`src/rtl/core/mse_pkg.sv`:
```
// Shared types, opcodes and constants for the MIPS subset executor
`timescale 1ns / 1ps
package mse_pkg;
	localparam int unsigned DATA_WORDS_DEF = 1024;
	localparam logic [31:0] START_PC_RST = 32'h0040_0000;
	localparam logic [31:0] DATA_BASE_RST = 32'h1000_0000;
	localparam logic [31:0] PC_HI_MASK = 32'hf000_0000;
	localparam logic [31:0] LO_MASK = 32'h0000_ffff;
	localparam int unsigned QUEUE_DEPTH = 2;

	typedef enum logic [5:0] {
		OP_SPECIAL = 6'h00, OP_J = 6'h02, OP_JAL = 6'h03, OP_BEQ = 6'h04,
		OP_BNE = 6'h05, OP_ADDIU = 6'h09, OP_SLTIU = 6'h0b, OP_ANDI = 6'h0c,
		OP_ORI = 6'h0d, OP_LUI = 6'h0f, OP_LW = 6'h23, OP_SW = 6'h2b
	} opcode_t;

	typedef enum logic [5:0] {
		FN_SLL = 6'h00, FN_SRL = 6'h02, FN_JR = 6'h08, FN_ADDU = 6'h21,
		FN_SUBU = 6'h23, FN_AND = 6'h24, FN_OR = 6'h25, FN_NOR = 6'h27,
		FN_SLTU = 6'h2b
	} funct_t;

	typedef enum logic [3:0] {
		K_NOP, K_HALT, K_PRELOAD, K_ADDU, K_SUBU, K_AND, K_OR, K_NOR, K_SLTU,
		K_SLL, K_SRL, K_JR, K_J, K_JAL, K_BEQ, K_BNE
	} kind_t;

	typedef enum logic [2:0] {
		I_NONE, I_ADDIU, I_ANDI, I_ORI, I_SLTIU, I_LUI, I_LW, I_SW
	} ikind_t;

	localparam int unsigned CFG_START_PC = 0;
	localparam int unsigned CFG_DATA_BASE = 1;

	typedef struct packed {
		kind_t kind;
		ikind_t ikind;
		logic [4:0] rs;
		logic [4:0] rt;
		logic [4:0] dst;
		logic [4:0] sh;
		logic [15:0] imm;
		logic [25:0] target;
		logic [9:0] pl_index;
		logic [31:0] pl_value;
	} uop_t;

	typedef struct packed {
		logic [31:0] next_pc;
		logic halted;
		logic reg_written;
		logic [4:0] reg_index;
		logic [31:0] reg_value;
		logic mem_written;
		logic [31:0] mem_address;
		logic [31:0] mem_value;
	} res_t;
endpackage

```
`src/rtl/core/mse_if.sv`:
```
// Valid/ready channel interfaces for items and results
`timescale 1ns / 1ps
interface mse_in_if;
	logic valid;
	logic ready;
	logic action;
	logic [31:0] instr_word;
	logic [9:0] preload_index;
	logic [31:0] preload_value;
	modport source(output valid, action, instr_word, preload_index, preload_value,
		input ready);
	modport sink(input valid, action, instr_word, preload_index, preload_value,
		output ready);
endinterface


```
`src/rtl/core/mse_front.sv`:
```
// Front end: accepts items, decodes them into micro-ops and queues them
`timescale 1ns / 1ps
module mse_front (
	input  logic clk,
	input  logic arst_n,
	mse_in_if.sink in_ch,
	output logic uop_valid,
	input  logic uop_ready,
	output mse_pkg::uop_t uop
);
	localparam int unsigned PW = $clog2(mse_pkg::QUEUE_DEPTH);

	mse_pkg::uop_t dec;
	mse_pkg::uop_t queue_q [mse_pkg::QUEUE_DEPTH];
	logic [PW-1:0] wr_ptr_q, rd_ptr_q;
	logic [PW:0] count_q;
	logic push, pop;
	logic [5:0] op, fn;

	assign op = in_ch.instr_word[31:26];
	assign fn = in_ch.instr_word[5:0];

	always_comb begin
		dec = '0;
		dec.kind = mse_pkg::K_NOP;
		dec.ikind = mse_pkg::I_NONE;
		dec.rs = in_ch.instr_word[25:21];
		dec.rt = in_ch.instr_word[20:16];
		dec.dst = in_ch.instr_word[15:11];
		dec.sh = in_ch.instr_word[10:6];
		dec.imm = in_ch.instr_word[15:0];
		dec.target = in_ch.instr_word[25:0];
		dec.pl_index = in_ch.preload_index;
		dec.pl_value = in_ch.preload_value;
		if (in_ch.action) begin
			dec.kind = mse_pkg::K_PRELOAD;
		end else if (in_ch.instr_word == 32'h0) begin
			dec.kind = mse_pkg::K_HALT;
		end else if (op == mse_pkg::OP_SPECIAL) begin
			unique case (fn)
				mse_pkg::FN_ADDU: dec.kind = mse_pkg::K_ADDU;
				mse_pkg::FN_SUBU: dec.kind = mse_pkg::K_SUBU;
				mse_pkg::FN_AND:  dec.kind = mse_pkg::K_AND;
				mse_pkg::FN_OR:   dec.kind = mse_pkg::K_OR;
				mse_pkg::FN_NOR:  dec.kind = mse_pkg::K_NOR;
				mse_pkg::FN_SLTU: dec.kind = mse_pkg::K_SLTU;
				mse_pkg::FN_SLL:  dec.kind = mse_pkg::K_SLL;
				mse_pkg::FN_SRL:  dec.kind = mse_pkg::K_SRL;
				mse_pkg::FN_JR:   dec.kind = mse_pkg::K_JR;
				default:          dec.kind = mse_pkg::K_NOP;
			endcase
		end else begin
			dec.dst = in_ch.instr_word[20:16];
			unique case (op)
				mse_pkg::OP_J:     dec.kind = mse_pkg::K_J;
				mse_pkg::OP_JAL: begin
					dec.kind = mse_pkg::K_JAL;
					dec.dst = 5'd31;
				end
				mse_pkg::OP_BEQ:   dec.kind = mse_pkg::K_BEQ;
				mse_pkg::OP_BNE:   dec.kind = mse_pkg::K_BNE;
				mse_pkg::OP_ADDIU: dec.ikind = mse_pkg::I_ADDIU;
				mse_pkg::OP_ANDI:  dec.ikind = mse_pkg::I_ANDI;
				mse_pkg::OP_ORI:   dec.ikind = mse_pkg::I_ORI;
				mse_pkg::OP_SLTIU: dec.ikind = mse_pkg::I_SLTIU;
				mse_pkg::OP_LUI:   dec.ikind = mse_pkg::I_LUI;
				mse_pkg::OP_LW:    dec.ikind = mse_pkg::I_LW;
				mse_pkg::OP_SW:    dec.ikind = mse_pkg::I_SW;
				default:           dec.kind = mse_pkg::K_NOP;
			endcase
		end
	end

	assign in_ch.ready = (count_q != (PW+1)'(mse_pkg::QUEUE_DEPTH));
	assign push = in_ch.valid && in_ch.ready;
	assign uop_valid = (count_q != '0);
	assign pop = uop_valid && uop_ready;
	assign uop = queue_q[rd_ptr_q];

	always_ff @(posedge clk) begin
		if (push) queue_q[wr_ptr_q] <= dec;
	end

	always_ff @(posedge clk or negedge arst_n) begin
		if (!arst_n) begin
			wr_ptr_q <= '0;
			rd_ptr_q <= '0;
			count_q <= '0;
		end else begin
			if (push) wr_ptr_q <= wr_ptr_q + 1'b1;
			if (pop) rd_ptr_q <= rd_ptr_q + 1'b1;
			count_q <= count_q + (PW+1)'(push) - (PW+1)'(pop);
		end
	end

	assert property (@(posedge clk) disable iff (!arst_n)
		count_q <= (PW+1)'(mse_pkg::QUEUE_DEPTH))
		else $error("queue overfilled");
	assert property (@(posedge clk) disable iff (!arst_n)
		(push && !pop) |=> (count_q == $past(count_q) + 1'b1))
		else $error("queue count lost a push");
	assert property (@(posedge clk) disable iff (!arst_n)
		(count_q == '0) |-> !pop)
		else $error("pop from empty queue");
endmodule

```
`src/flat_wrapper.sv`:
```
// flat-port wrapper written by rule: the top's interface ports become plain ports
module mse_front_flat 
  (clk, arst_n, uop_valid, uop_ready, uop, in_ch_valid, in_ch_action, in_ch_instr_word, in_ch_preload_index, in_ch_preload_value, in_ch_ready);
  mse_in_if in_ch_i ();
  input  logic clk;
  input  logic arst_n;
  output logic uop_valid;
  input  logic uop_ready;
  output mse_pkg::uop_t uop;
  input wire logic [$bits(in_ch_i.valid)-1:0] in_ch_valid;
  input wire logic [$bits(in_ch_i.action)-1:0] in_ch_action;
  input wire logic [$bits(in_ch_i.instr_word)-1:0] in_ch_instr_word;
  input wire logic [$bits(in_ch_i.preload_index)-1:0] in_ch_preload_index;
  input wire logic [$bits(in_ch_i.preload_value)-1:0] in_ch_preload_value;
  output wire logic [$bits(in_ch_i.ready)-1:0] in_ch_ready;
  assign in_ch_i.valid = in_ch_valid;
  assign in_ch_i.action = in_ch_action;
  assign in_ch_i.instr_word = in_ch_instr_word;
  assign in_ch_i.preload_index = in_ch_preload_index;
  assign in_ch_i.preload_value = in_ch_preload_value;
  assign in_ch_ready = in_ch_i.ready;
  mse_front u_core (.clk(clk), .arst_n(arst_n), .in_ch(in_ch_i), .uop_valid(uop_valid), .uop_ready(uop_ready), .uop(uop));
endmodule
```
`config.mk`:
```
export PLATFORM = sky130hd
export DESIGN_NAME = mse_front_flat
export DESIGN_NICKNAME = d
export VERILOG_FILES = /design/src/rtl/core/mse_pkg.sv /design/src/rtl/core/mse_if.sv /design/src/rtl/core/mse_front.sv /design/src/flat_wrapper.sv
export SDC_FILE = /design/constraint.sdc
export NUM_CORES = 1
export LEC_CHECK = 0
export ABC_AREA = 1
export BUFFER_PORTS_ARGS = -buffer_cell sky130_fd_sc_hd__buf_2
export CAP_MARGIN = 20
export CORE_MARGIN = 3
export CORE_UTILIZATION = 30
export DETAILED_ROUTE_END_ITERATION = 10
export GPL_ROUTABILITY_DRIVEN = 0
export GPL_TIMING_DRIVEN = 0
export PLACE_DENSITY_LB_ADDON = 0.1
export SYNTH_ARGS = -nofsm -noshare
export SYNTH_HDL_FRONTEND = slang
export SYNTH_SLANG_ARGS = --single-unit
```
`constraint.sdc`:
```
create_clock -name clk -period 5.42 [get_ports clk]
set_input_delay 0 -clock clk [delete_from_list [all_inputs] [get_ports clk]]
set_output_delay 0 -clock clk [all_outputs]
set_load 0.01 [all_outputs]
```
== Word level (Yosys, flattened, before mapping) ==
Memories as Yosys holds them, arrays and structs flattened.
Cells that the tools add are included.
Operators by class
  add/subtract/negate cells: 4
  reduce and logical (&&, ||, !) cells: 6
  mux-type cells: 15
  equal/unequal tests: 20
Operators with widths (number)
  == test 6 bit, second input constant: 8
  == test 6 x 4 -> 1 bit, second input constant: 6
  one-hot mux 4 bit (9 select lines): 1
  zero test 32 bit: 1
  one-hot mux 3 bit (7 select lines): 1
  two-way mux 5 bit: 4
  == test 6 x 2 -> 1 bit, second input constant: 3
  one-hot mux 4 bit (4 select lines): 1
  == test 6 x 3 -> 1 bit, second input constant: 2
  zero test 6 bit: 2
  two-way mux 4 bit: 3
  two-way mux 3 bit: 3
  adder 1 bit, second input constant: 2
  adder 2 x 1 -> 2 bit: 1
  logical AND 1 bit: 2
  two-way mux 1 bit: 2
  inequality test 2 bit, second input constant: 1
  nonzero test 2 bit: 1
  subtractor 2 x 1 -> 2 bit: 1
Word-level totals
  memories: 1
  memory bits (writable): 222
  register bits after elaboration: 4
  input bits: 79
  output and inout port bits: 113
Memories
  u_core.queue_q: depth 2, bits a word 111, rd ports 1, clocked after Yosys merged registers in 0, wr ports 1, line mse_front.sv:14  | mse_pkg::uop_t queue_q [mse_pkg::QUEUE_DEPTH];

== Logic depth before layout (Yosys ltp) ==
Gate-level depths: netlist of the first run.
  depth in word-level cells: 5
  mapped depth: 9
  mapped depth without buffers: 9

== Worst setup path before layout of the first run ==
Ideal clock, no wire load.
  path type: reg2reg
  start: register u_core.count_q[1]
  end: memory u_core.queue_q[1][0] in the netlist's numbering, enable pin
  setup time: 0.520 ns
  path slack: 0.949 ns
  stages on the path, launching flop included: 4
  data arrival time: 3.951 ns
  buffers on the path: 0
  path through: dfrtp_1 -> nand2_1 -> nand2_1 -> nor2_1
Between the ends
  longest elaborated chain between the ends: 4
RTL lines
  start, declared: line mse_front.sv:16  | logic [PW:0] count_q;
  start signal, assigned: line mse_front.sv:92  | count_q <= count_q + (PW+1)'(push) - (PW+1)'(pop);
  inequality test 2 bit: line mse_front.sv:74  | assign in_ch.ready = (count_q != (PW+1)'(mse_pkg::QUEUE_DEPTH));
  via in_ch_ready: line flat_wrapper.sv:15  | output wire logic [$bits(in_ch_i.ready)-1:0] in_ch_ready;
  logical AND 1 bit: line mse_front.sv:75  | assign push = in_ch.valid && in_ch.ready;
  two-way mux 1 bit: line mse_front.sv:81  | if (push) queue_q[wr_ptr_q] <= dec;
  two-way mux 1 bit (implied by the code): line mse_front.sv:81
  end, declared: line mse_front.sv:14
The timed path passes the listed nets, and every way through them passes these cells.

== Worst setup path in the final report of the first run ==
  start: register u_core.count_q[1]
  end: memory u_core.queue_q[0][69] in the netlist's numbering, enable pin
Between the ends
  longest elaborated chain between the ends: 4
RTL lines (line)
  inequality test 2 bit: mse_front.sv:74
  logical AND 1 bit: mse_front.sv:75
  two-way mux 1 bit: mse_front.sv:81
  two-way mux 1 bit (implied by the code): mse_front.sv:81
No other way between the ends.

==> results of run 1 <==
[worst max-delay path by stage]
| stage | from | end |
|---|---|---|
| 4_1_cts | u_core.count_q[1]$_DFF_PN0_ | u_core.queue_q[0][90]$_DFFE_PP_ |
| 3_5_place_dp | u_core.count_q[1]$_DFF_PN0_ | u_core.queue_q[0][69]$_DFFE_PP_ |
| 3_3_place_gp | u_core.count_q[1]$_DFF_PN0_ | u_core.queue_q[1][69]$_DFFE_PP_ |
| 5_1_grt | u_core.count_q[0]$_DFF_PN0_ | u_core.queue_q[0][92]$_DFFE_PP_ |
| 6_report | u_core.count_q[1]$_DFF_PN0_ | u_core.queue_q[0][69]$_DFFE_PP_ |
| 2_1_floorplan | u_core.count_q[1]$_DFF_PN0_ | u_core.queue_q[1][0]$_DFFE_PP_ |
[power by group]
group	switching (mW)	total, mW	internal [mW]
clock network	0.507	1.24	0.732
logic	1.16	1.91	0.747
registers	0.0592	1.78	1.73
total	1.72	4.93	3.20
[metal layers]
| metal | wire length, um | vias to the layer above | part of all wire, % |
|---|---|---|---|
| met4 | 127 | 0 | 0.74 |
| met3 | 804 | 9 | 4.7 |
| met5 | 0 | - | 0 |
| li1 | - | 2470 | - |
| met1 | 7850 | 2318 | 46 |
| met2 | 8300 | 126 | 49 |
[flip-flops by register name, indices dropped and copies added, names as in the netlist]
| register | count |
|---|---|
| u_core.rd_ptr_q | 1 |
| u_core.wr_ptr_q | 1 |
| u_core.count_q | 2 |
| u_core.queue_q | 160 |
[worst max-delay path, delay by kind of cell (launching register included)]
kind,cells,cell delay (ns)
buf+inv,3,0.69
flops,1,0.38
simple gates,3,0.68
[logic make-up (layout without fill, tap and decap cells)]
kind of cell    after synthesis  in the layout  share of synthesized area, %
compound gates               14             14                          1.12
xor+xnor                      3              3                         0.391
fa+ha+maj                     2              2                         0.372
buf+inv                      74            374                          6.06
flops                       164            164                          72.9
simple gates                323            323                          19.2
[synthesized netlist by cell type]
| cell type | count | area share (%) |
|---|---|---|
| a21oi_1 | 10 | 0.74 |
| buf_1 | 2 | 0.11 |
| nor2_2 | 2 | 0.19 |
| edfxtp_1 | 160 | 71 |
| nand4_4 | 1 | 0.32 |
| nor2_1 | 40 | 2.2 |
| o21ai_0 | 1 | 0.074 |
| o21bai_1 | 1 | 0.11 |
| nor2_4 | 1 | 0.17 |
| nand3_1 | 12 | 0.89 |
| nor4_1 | 1 | 0.093 |
| xor2_1 | 2 | 0.26 |
| nand2_4 | 2 | 0.33 |
| o21ai_1 | 1 | 0.074 |
| nand2_2 | 2 | 0.19 |
| o211ai_1 | 1 | 0.11 |
| inv_2 | 5 | 0.28 |
| ha_1 | 2 | 0.37 |
| inv_4 | 1 | 0.093 |
| clkbuf_1 | 6 | 0.33 |
| nand2_1 | 258 | 14 |
| xnor2_1 | 1 | 0.13 |
| buf_4 | 31 | 3.5 |
| dfrtp_1 | 4 | 1.5 |
| nand4_1 | 4 | 0.37 |
| inv_1 | 20 | 1.1 |
| buf_2 | 9 | 0.67 |
[through the flow]
stage	total power, mW	TNS [ns]	cells	hold slack, ns
2_1_floorplan	2.89	0	580	-0.296
3_3_place_gp	3.69	-230.16	1051	-0.192
3_5_place_dp	3.73	0	1057	-0.188
4_1_cts	5.02	0	1160	0.0296
5_1_grt	5.26	0	1160	0.0560
6_report	4.93	0	1160	0.0453
[cell type report]
class	instances	area, um2
plain buffers	48	308
clock buffers	18	429
clock inverters	13	174
fillers	2075	12400
inverters	26	100
multi-input cells	342	1430
flip-flops and latches	164	4900
well taps	280	350
repair buffers	269	1810
==> metrics.md, run 1 <==
| Metric | Value |
|---|---|
| Leakage | `roughly 4.2 nW` |
| Design area | `~0.0095 mm2` |
| Max-cap viol count | `0` |
| Total gr overflow | `0` |
| Hold WC Path Type | `input pin to flop` |
| Top-Level Pins | `192` |
| PortBufs | `roughly 190` |
| Slowest cell on crit path | `nor2_4` |
| CTS Sinks | `between 150 and 200` |
| Most frequent cells in the layout | `nand2_1 (258), buf_2 (200), edfxtp_1 (160), dlygate4sd3_1 (72), nor2_1 (38)` |
| Worst slack at placement | `~3.3 ns` |
| CTS tree | `done` |
| Largest net degree at the start of global routing | `29` |
| Drt pass-1 iters | `4` |
| Wire length of the first global-routing pass | `approximately 26 mm` |
| GR peak layer | `met2` |
| Total track usage | `between 10% and 20%` |
| Pwr per Cell Area | `between 500 and 600 mW/mm2` |
| Commonest non-fill, non-tap cell in the layout | `nand2_1` |
| Worst Slack Setup Final | `3.35 ns` |
| Setup crit start kind | `flop` |
| Reg2Reg Launch Point | `u_core.count_q[1]$_DFF_PN0_` |
| Mapped Nets | `661` |
| Clock latency on the worst-skew pair | `~0.4 ns` |
| M2 GR Usage | `about a quarter` |
| Core area | `between 0.02 and 0.025 mm2` |
| Final core utilization | `approximately 43%` |
| Placed inst area | `between 0.008 and 0.009 mm2` |
| Antenna diodes | `0` |
| Vias after detailed routing | `slightly below 5,000` |
| Met3 usage in global routing | `slightly below 3%` |
| Netlist Area Pre-Place | `~0.0067 mm2` |
| Worst hold stages | `4` |
| Nets | `approximately 950` |
| Die W | `about 160 um` |
| Minimum clock period | `slightly above 2 ns` |
| Synth Instances | `580` |
| Worst flop-to-flop path endpoint | `u_core.queue_q[0][69]$_DFFE_PP_` |
| Syn_area_per_cell | `about 12 um2` |
| Die Span Y | `roughly 160 um` |
| Antenna violations before repair | `0` |
| Initial Utilization | `a little under a third` |
| CTS Hold Buffers Added | `just over 70` |
| Cell Chain, Critical Path | `nand2_1 -> nand2_1 -> nor2_4 -> buf_12 -> buf_12 -> buf_16` |
| Final setup violation count | `0` |
| Max Slew Vio Count | `0` |
| Slew HR | `about three fifths` |
| CTS Buf Count | `17` |
| Max IR drop VDD | `around 0.19 mV` |
| Routed wire length | `approximately 17 mm` |
| Worst Setup End Kind | `flop` |
| Post_cts resized | `0` |
| ANT nets after route | `0` |
| Layout Skew | `roughly 0.0066 ns` |
| Yosys reg bits | `164` |
| Min-delay src | `in_ch_instr_word[30]` |
| Setup Fix Bufs, Post-CTS | `0` |
| CP Class | `flop to flop` |
| Die ar. | `0.0243 mm2` |
| Max Freq | `roughly 480 MHz` |
| RSZ-0062 raised after global routing | `false` |
| Slew @ Worst Pin | `0.614 ns` |
| Hold path endpoint | `u_core.queue_q[1][106]$_DFFE_PP_` |
| Vias in the first global route | `just under 5,000` |
| Layout cells sized above 1 | `about 32%` |
| P&R area growth vs syn | `41.3%` |
| DR iter-0 viols | `approximately 210` |
| R2r worst-path depth | `6` |
| Synth warnings | `0` |
| Worst reg2reg setup slack | `3.35 ns` |
| Crit Path Max Fanout | `26` |
| Status | `finished clean` |
| DR DRC count | `0` |
| Vias per cell | `roughly 4.2` |
| Met1 usage | `18.7%` |
| H-tree depth | `4` |
| Final period utilization | `approximately two fifths` |
| FP Rows | `between 50 and 60` |
| Yosys cell types | `27` |
| Max incr delay on CP | `between 0.4 and 0.5 ns` |
| CTS root buf | `clkbuf_16` |
| Post-DP HPWL | `around 12 mm` |
| Worst-case clock buffer depth | `2` |
| WL per Instance | `around 15 um` |
| CP Data Required Time | `~5.5 ns` |
| WP data arrival | `roughly 2.2 ns` |
| Clk pin slew, worst setup/hold paths | `0.07 ns` |
| Final Hold Vio Count | `0` |
| Post-synthesis sequential area ratio | `72.9%` |
No activity file was read; power rests on OpenSTA's default activity.
==> run 2, diff against run 1 <==
Clock period 5.42 ns to 1.8 ns, I/O delays scaled along.
==> run 2 against run 1 <==
  * Via count rose by 1.3%
  * Global-route usage is 0.12 points higher
  * Critical path depth up 1
  * Clock skew is 0.0015 ns higher
  * Sequential share of layout area decreased by 0.35 points
  * Cell area rose by 0.68%
  * Utilization grew 0.30 points
  * Register-to-register slack lost 3.2 ns
  * Final cell count rose by 0.17%
  * Combinational power rose to 3.1 times the previous value
  * Critical path type is now flop to primary output
  * Largest power group unchanged
==> metrics.md, run 2 (same netlist as run 1, synthesis figures left out) <==
| Metric | Value |
|---|---|
| Final period utilization | `around 93%` |
| P&R area growth vs syn | `42.3%` |
| Top-Level Pins | `approximately 190` |
| Worst reg2reg setup slack | `approximately 0.16 ns` |
| Initial Utilization | `between 30% and 40%` |
| Placed inst area | `between 0.008 and 0.009 mm2` |
| Slew HR | `61.9%` |
| ANT nets after route | `0` |
| Worst slack at placement | `around 0.05 ns` |
| DR DRC count | `0` |
| Net Sw Power | `5.21 mW` |
| Footprint of the multi-input gates | `~0.0014 mm2` |
| Max reg flops | `160` |
| Nets | `951` |
| Layout cells sized above 1 | `~33%` |
| Final setup violation count | `0` |
| Total track usage | `roughly 14%` |
| Antenna violations before repair | `0` |
| Drt pass-1 iters | `4` |
| Status | `finished clean` |
| Int Pwr | `slightly below 10 mW` |
| CTS root buf | `clkbuf_16` |
| Antenna diodes | `0` |
| CTS tree | `done` |
| Worst hold stages | `4` |
| Worst hold slack | `about 0.025 ns` |
| Post-DP HPWL | `around 12 mm` |
| Slew @ Worst Pin | `0.570 ns` |
| M2 GR Usage | `between 20% and 30%` |
| Total gr overflow | `0` |
| Vias after detailed routing | `roughly 5,000` |
| Leakage | `~4.3 nW` |
| RSZ-0062 raised after global routing | `false` |
| Seq pwr share | `36.2%` |
| Biggest regs | `u_core.queue_q x160, u_core.count_q x2` |
| Power share of the clock group | `between 20% and 30%` |
| Max Slew Vio Count | `0` |
| Vias per cell | `about 4.3` |
| Biggest register | `u_core.queue_q` |
| Setup crit start kind | `flop` |
| Layout fillers | `around 2,100` |
| WP data arrival | `1.67 ns` |
| Vias in the first global route | `between 4,000 and 5,000` |
| Die Span Y | `156 um` |
| Non-Filler Instances | `~1,200` |
| Met1 usage | `between 10% and 20%` |
| Switching Share | `between 30% and 40%` |
| Clock latency on the worst-skew pair | `0.41 ns` |
| PortBufs | `191` |
| Min-delay src | `in_ch_valid` |
| Most frequent cells in the layout | `nand2_1 (256), buf_2 (194), edfxtp_1 (160), dlygate4sd3_1 (72), nor2_1 (38)` |
| Clk pin slew, worst setup/hold paths | `around 0.06 ns` |
| Wire length of the first global-routing pass | `about 27 mm` |
| Largest net degree at the start of global routing | `28` |
| Max IR drop VDD | `0.603 mV` |
| Final core utilization | `a little over two fifths` |
| Commonest non-fill, non-tap cell in the layout | `nand2_1` |
| H-tree depth | `4` |
| WL per Instance | `around 15 um` |
| Worst Setup End Kind | `primary output` |
| Routed wire length | `approximately 17 mm` |
| Placed cells | `approximately 1,100` |
| Layout Skew | `slightly above 0.008 ns` |
| Gate power share | `between 30% and 40%` |
| Final Hold Vio Count | `0` |
| GR peak layer | `met2` |
| Max-cap viol count | `0` |
| Final Power | `roughly 15 mW` |
| CP Class | `flop to primary output` |
| FP Rows | `54` |
| CTS Buf Count | `17` |
| DR iter-0 viols | `202` |
| CTS Sinks | `approximately 160` |
| Minimum clock period | `between 1.5 and 2 ns` |
| Die W | `156 um` |
| Pwr per Cell Area | `1550 mW/mm2` |
| Sum Neg Setup Slack | `0 ns` |
| Worst Slack Setup Final | `~0.13 ns` |
| Reg area | `a little under 0.005 mm2` |
| Worst-case clock buffer depth | `2` |
| Design area | `around 0.0096 mm2` |
| Core area | `approximately 0.022 mm2` |
| Reg2Reg Launch Point | `u_core.count_q[0]$_DFF_PN0_` |
| Crit Path Max Fanout | `10` |
| Setup crit start | `u_core.rd_ptr_q$_DFFE_PN0P_` |
| CP Data Required Time | `between 1.5 and 2 ns` |
| R2r worst-path depth | `5` |
| Met3 usage in global routing | `3.61%` |
| Worst flop-to-flop path endpoint | `u_core.queue_q[0][69]$_DFFE_PP_` |
| Die ar. | `0.0243 mm2` |
| Max Freq | `between 500 and 600 MHz` |
| Hold path endpoint | `u_core.count_q[0]$_DFF_PN0_` |
| Hold WC Path Type | `input pin to flop` |
-- run 2: per-layer routing --
| metal | share of wire [%] | up-vias |
|---|---|---|
| li1 | - | 2469 |
| met1 | 45 | 2374 |
| met2 | 49 | 130 |
| met3 | 4.7 | 12 |
| met4 | 0.83 | 0 |
| met5 | 0 | - |
-- run 2: worst max-delay path, stage by stage (launching register included) --
cell,delay (ns)
dfrtp_1,0.36
buf_4,0.18
inv_8,0.10
buf_4,0.19
nand2_1,0.07
nand2_1,0.12
buf_4,0.12
buf_2,0.11
-- run 2: cell type report --
class | count | area share [%]
Buffer | 48 | 3.70
Clock buffer | 17 | 4.44
Clock inverter | 14 | 1.58
Inverter | 26 | 1.12
Multi-Input combinational cell | 342 | 15.1
Sequential cell | 164 | 51.2
Tap cell | 280 | 3.66
Timing Repair Buffer | 271 | 19.2
-- run 2: repair_timing --
item / 4_1_cts / 5_1_grt
gates resized for setup: 14 / 16
hold buffers: 72 / 0
setup endpoints to repair: 84 / 91
pin swaps: 0 / 1
hold endpoints to repair: 149 / 0
buffers inserted: 0 / 2
-- run 2: worst max-delay path by stage --
stage / to / slack (ns) / cells after the start
after floorplan: u_core.queue_q[1][0]$_DFFE_PP_ / -0.38 / 3
after global placement: u_core.queue_q[1][69]$_DFFE_PP_ / -1.22 / 4
after detailed placement: u_core.queue_q[1][103]$_DFFE_PP_ / 0.05 / 5
after CTS: uop[19] / 0.01 / 5
after global routing: uop[99] / 0.02 / 6
final: uop[79] / 0.13 / 7
-- run 2: power by group through the flow --
stage / registers, mW / clock network (mW) / logic, mW
detailed placement: 5.47 / 0 / 5.81
CTS: 5.39 / 3.66 / 6.02
global route: 5.45 / 3.81 / 6.62
global placement: 5.51 / 0 / 5.50
floorplan: 5.46 / 0 / 3.20
finish: 5.38 / 3.56 / 5.94
==> run 3, diff against run 2 <==
Settings changed: PLACE_DENSITY set to 0.51, PLACE_DENSITY_LB_ADDON 0.1 to not set.
Clock period 1.8 ns to 2.1 ns, I/O delays scaled along.
==> run 3 against run 2 <==
  * Total power down 16%
  * Setup slack better by 0.096 ns
  * Cell area down 0.80%
  * Clock power decreased by 15%
  * Highest routed layer unchanged
==> metrics.md, run 3 (same netlist as run 1, synthesis figures left out) <==
| Metric | Value |
|---|---|
| H-tree depth | `4` |
| ANT nets after route | `0` |
| Max-cap viol count | `0` |
| Non-Filler Instances | `between 1,000 and 1,500` |
| Post-DP HPWL | `roughly 11 mm` |
| WL per Instance | `14.2 um` |
| FP Rows | `54` |
| DR DRC count | `0` |
| Die ar. | `approximately 0.024 mm2` |
| Largest net degree at the start of global routing | `27` |
| DR iter-0 viols | `between 150 and 200` |
| Worst Setup End Kind | `primary output` |
| WP data arrival | `between 1.5 and 2 ns` |
| Power share of the clock group | `between 20% and 30%` |
| Final period utilization | `89.4%` |
| Max Slew Vio Count | `0` |
| Biggest regs | `u_core.queue_q x160, u_core.count_q x2` |
| CTS tree | `done` |
| Core area | `approximately 0.022 mm2` |
| CTS Sinks | `about 160` |
| Initial Utilization | `between 30% and 40%` |
| Routed wire length | `~16 mm` |
| Int Pwr | `roughly 8.1 mW` |
| Antenna violations before repair | `0` |
| Switching Share | `a little over a third` |
| Seq pwr share | `36.7%` |
| Clk pin slew, worst setup/hold paths | `0.06 ns` |
| Wire length of the first global-routing pass | `25.5 mm` |
| Clock latency on the worst-skew pair | `between 0.4 and 0.5 ns` |
| CTS Buf Count | `17` |
| P&R area growth vs syn | `41.1%` |
| Vias after detailed routing | `around 4,900` |
| Placed cells | `1,057` |
| PortBufs | `~190` |
| Pwr per Cell Area | `1320 mW/mm2` |
| Top-Level Pins | `between 150 and 200` |
| Antenna diodes | `0` |
| Minimum clock period | `~1.9 ns` |
| Final core utilization | `43.3%` |
| Final setup violation count | `0` |
| Max Freq | `533 MHz` |
| Setup crit start kind | `flop` |
| CP Class | `flop to primary output` |
| Layout cells sized above 1 | `approximately 32%` |
| Crit Path Max Fanout | `10` |
| Vias per cell | `between 4 and 5` |
| Hold WC Path Type | `input pin to flop` |
| Slew HR | `59.7%` |
| Layout fillers | `between 2,000 and 2,500` |
| Slew @ Worst Pin | `~0.6 ns` |
| Status | `finished clean` |
| CP Data Required Time | `between 2 and 2.5 ns` |
| Worst hold slack | `~0.038 ns` |
| Drt pass-1 iters | `4` |
| Commonest non-fill, non-tap cell in the layout | `nand2_1` |
| Total track usage | `between 10% and 20%` |
| Final Hold Vio Count | `0` |
| Die Span Y | `about 160 um` |
| Net Sw Power | `roughly 4.4 mW` |
| Nets | `950` |
| Layout Skew | `about 0.0035 ns` |
| Die W | `around 160 um` |
| Biggest register | `u_core.queue_q` |
| Gate power share | `between 30% and 40%` |
| Final Power | `between 10 and 15 mW` |
| Vias in the first global route | `between 4,000 and 5,000` |
| Max IR drop VDD | `about 0.53 mV` |
| Worst-case clock buffer depth | `2` |
| Total gr overflow | `0` |
| Max reg flops | `160` |
| Most frequent cells in the layout | `nand2_1 (256), buf_2 (200), edfxtp_1 (160), dlygate4sd3_1 (73), nor2_1 (38)` |
| RSZ-0062 raised after global routing | `false` |
| CTS root buf | `clkbuf_16` |
| Leakage | `~4.2 nW` |
## run 3: changes by cell type in the layout (fill, tap and decap cells not counted), moves of 2 or more
| cell | before | now |
|---|---|---|
| buf_4 | 37 | 31 |
| buf_2 | 194 | 200 |
| clkbuf_4 | 2 | 0 |
| buf_6 | 3 | 0 |
| clkbuf_2 | 4 | 1 |
| clkbuf_1 | 0 | 6 |
## run 3: what timing repair did
item	CTS	global route
setup buffers	0	0
resized for setup	0	1
hold buffers	73	0
setup endpoints to repair	0	8
hold endpoints to repair	149	0
## run 3: per-layer routing
metal	vias up	global-route usage, %	wire length [um]
met5	-	0	0
met4	0	3.53	121
met3	9	3.74	836
met2	122	23.3	8150
met1	2301	17.3	7320
li1	2472	-	-
## run 3: area by class of cell
type | count | area, um2 | area share (%)
Tap cell | 280 | 350 | 3.69
Inverter | 26 | 100 | 1.05
Sequential cell | 164 | 4900 | 51.6
Clock inverter | 14 | 153 | 1.61
Buffer | 48 | 309 | 3.25
Multi-Input combinational cell | 342 | 1440 | 15.2
Timing Repair Buffer | 270 | 1810 | 19.1
Clock buffer | 17 | 425 | 4.48
## run 3: power groups by stage
stage	Combinational, mW	Sequential, mW	Clock (mW)
4_1_cts	5.08	4.61	3.14
3_5_place_dp	4.96	4.67	0
3_3_place_gp	4.74	4.72	0
2_1_floorplan	2.74	4.68	0
6_report	4.90	4.60	3.04
5_1_grt	5.48	4.67	3.28
## run 3: critical path: stages, from the launching register on
cell and delay [ns]:
dfrtp_1 0.32, buf_2 0.22, clkbuf_1 0.48, nand2_1 0.09
nand2_1 0.13, buf_4 0.11, buf_2 0.11
## run 3: final timing paths
path / start / endpoint / slack, ns / cells after the start
worst max register to register: u_core.count_q[0]$_DFF_PN0_ / u_core.queue_q[1][70]$_DFFE_PP_ / 0.25 / 6
min in group asynchronous: arst_n / u_core.wr_ptr_q$_DFFE_PN0P_ / 0.49 / 3
worst max-delay path: u_core.rd_ptr_q$_DFFE_PN0P_ / uop[68] / 0.22 / 6
worst min register to register: u_core.count_q[1]$_DFF_PN0_ / u_core.count_q[1]$_DFF_PN0_ / 0.58 / 2
worst min-delay path: in_ch_instr_word[28] / u_core.queue_q[1][105]$_DFFE_PP_ / 0.04 / 3
max in group asynchronous: arst_n / u_core.count_q[0]$_DFF_PN0_ / 1.42 / 3
## run 3: per-stage QoR
stage	setup slack, ns	cell area, um2	setup TNS [ns]
after detailed placement	0.213	8190	0
after global placement	-0.950	8060	-147.98
after global routing	0.00466	9500	0
after CTS	0.0634	9500	0
final	0.223	9500	0
after floorplan	-0.0835	6750	-10.84
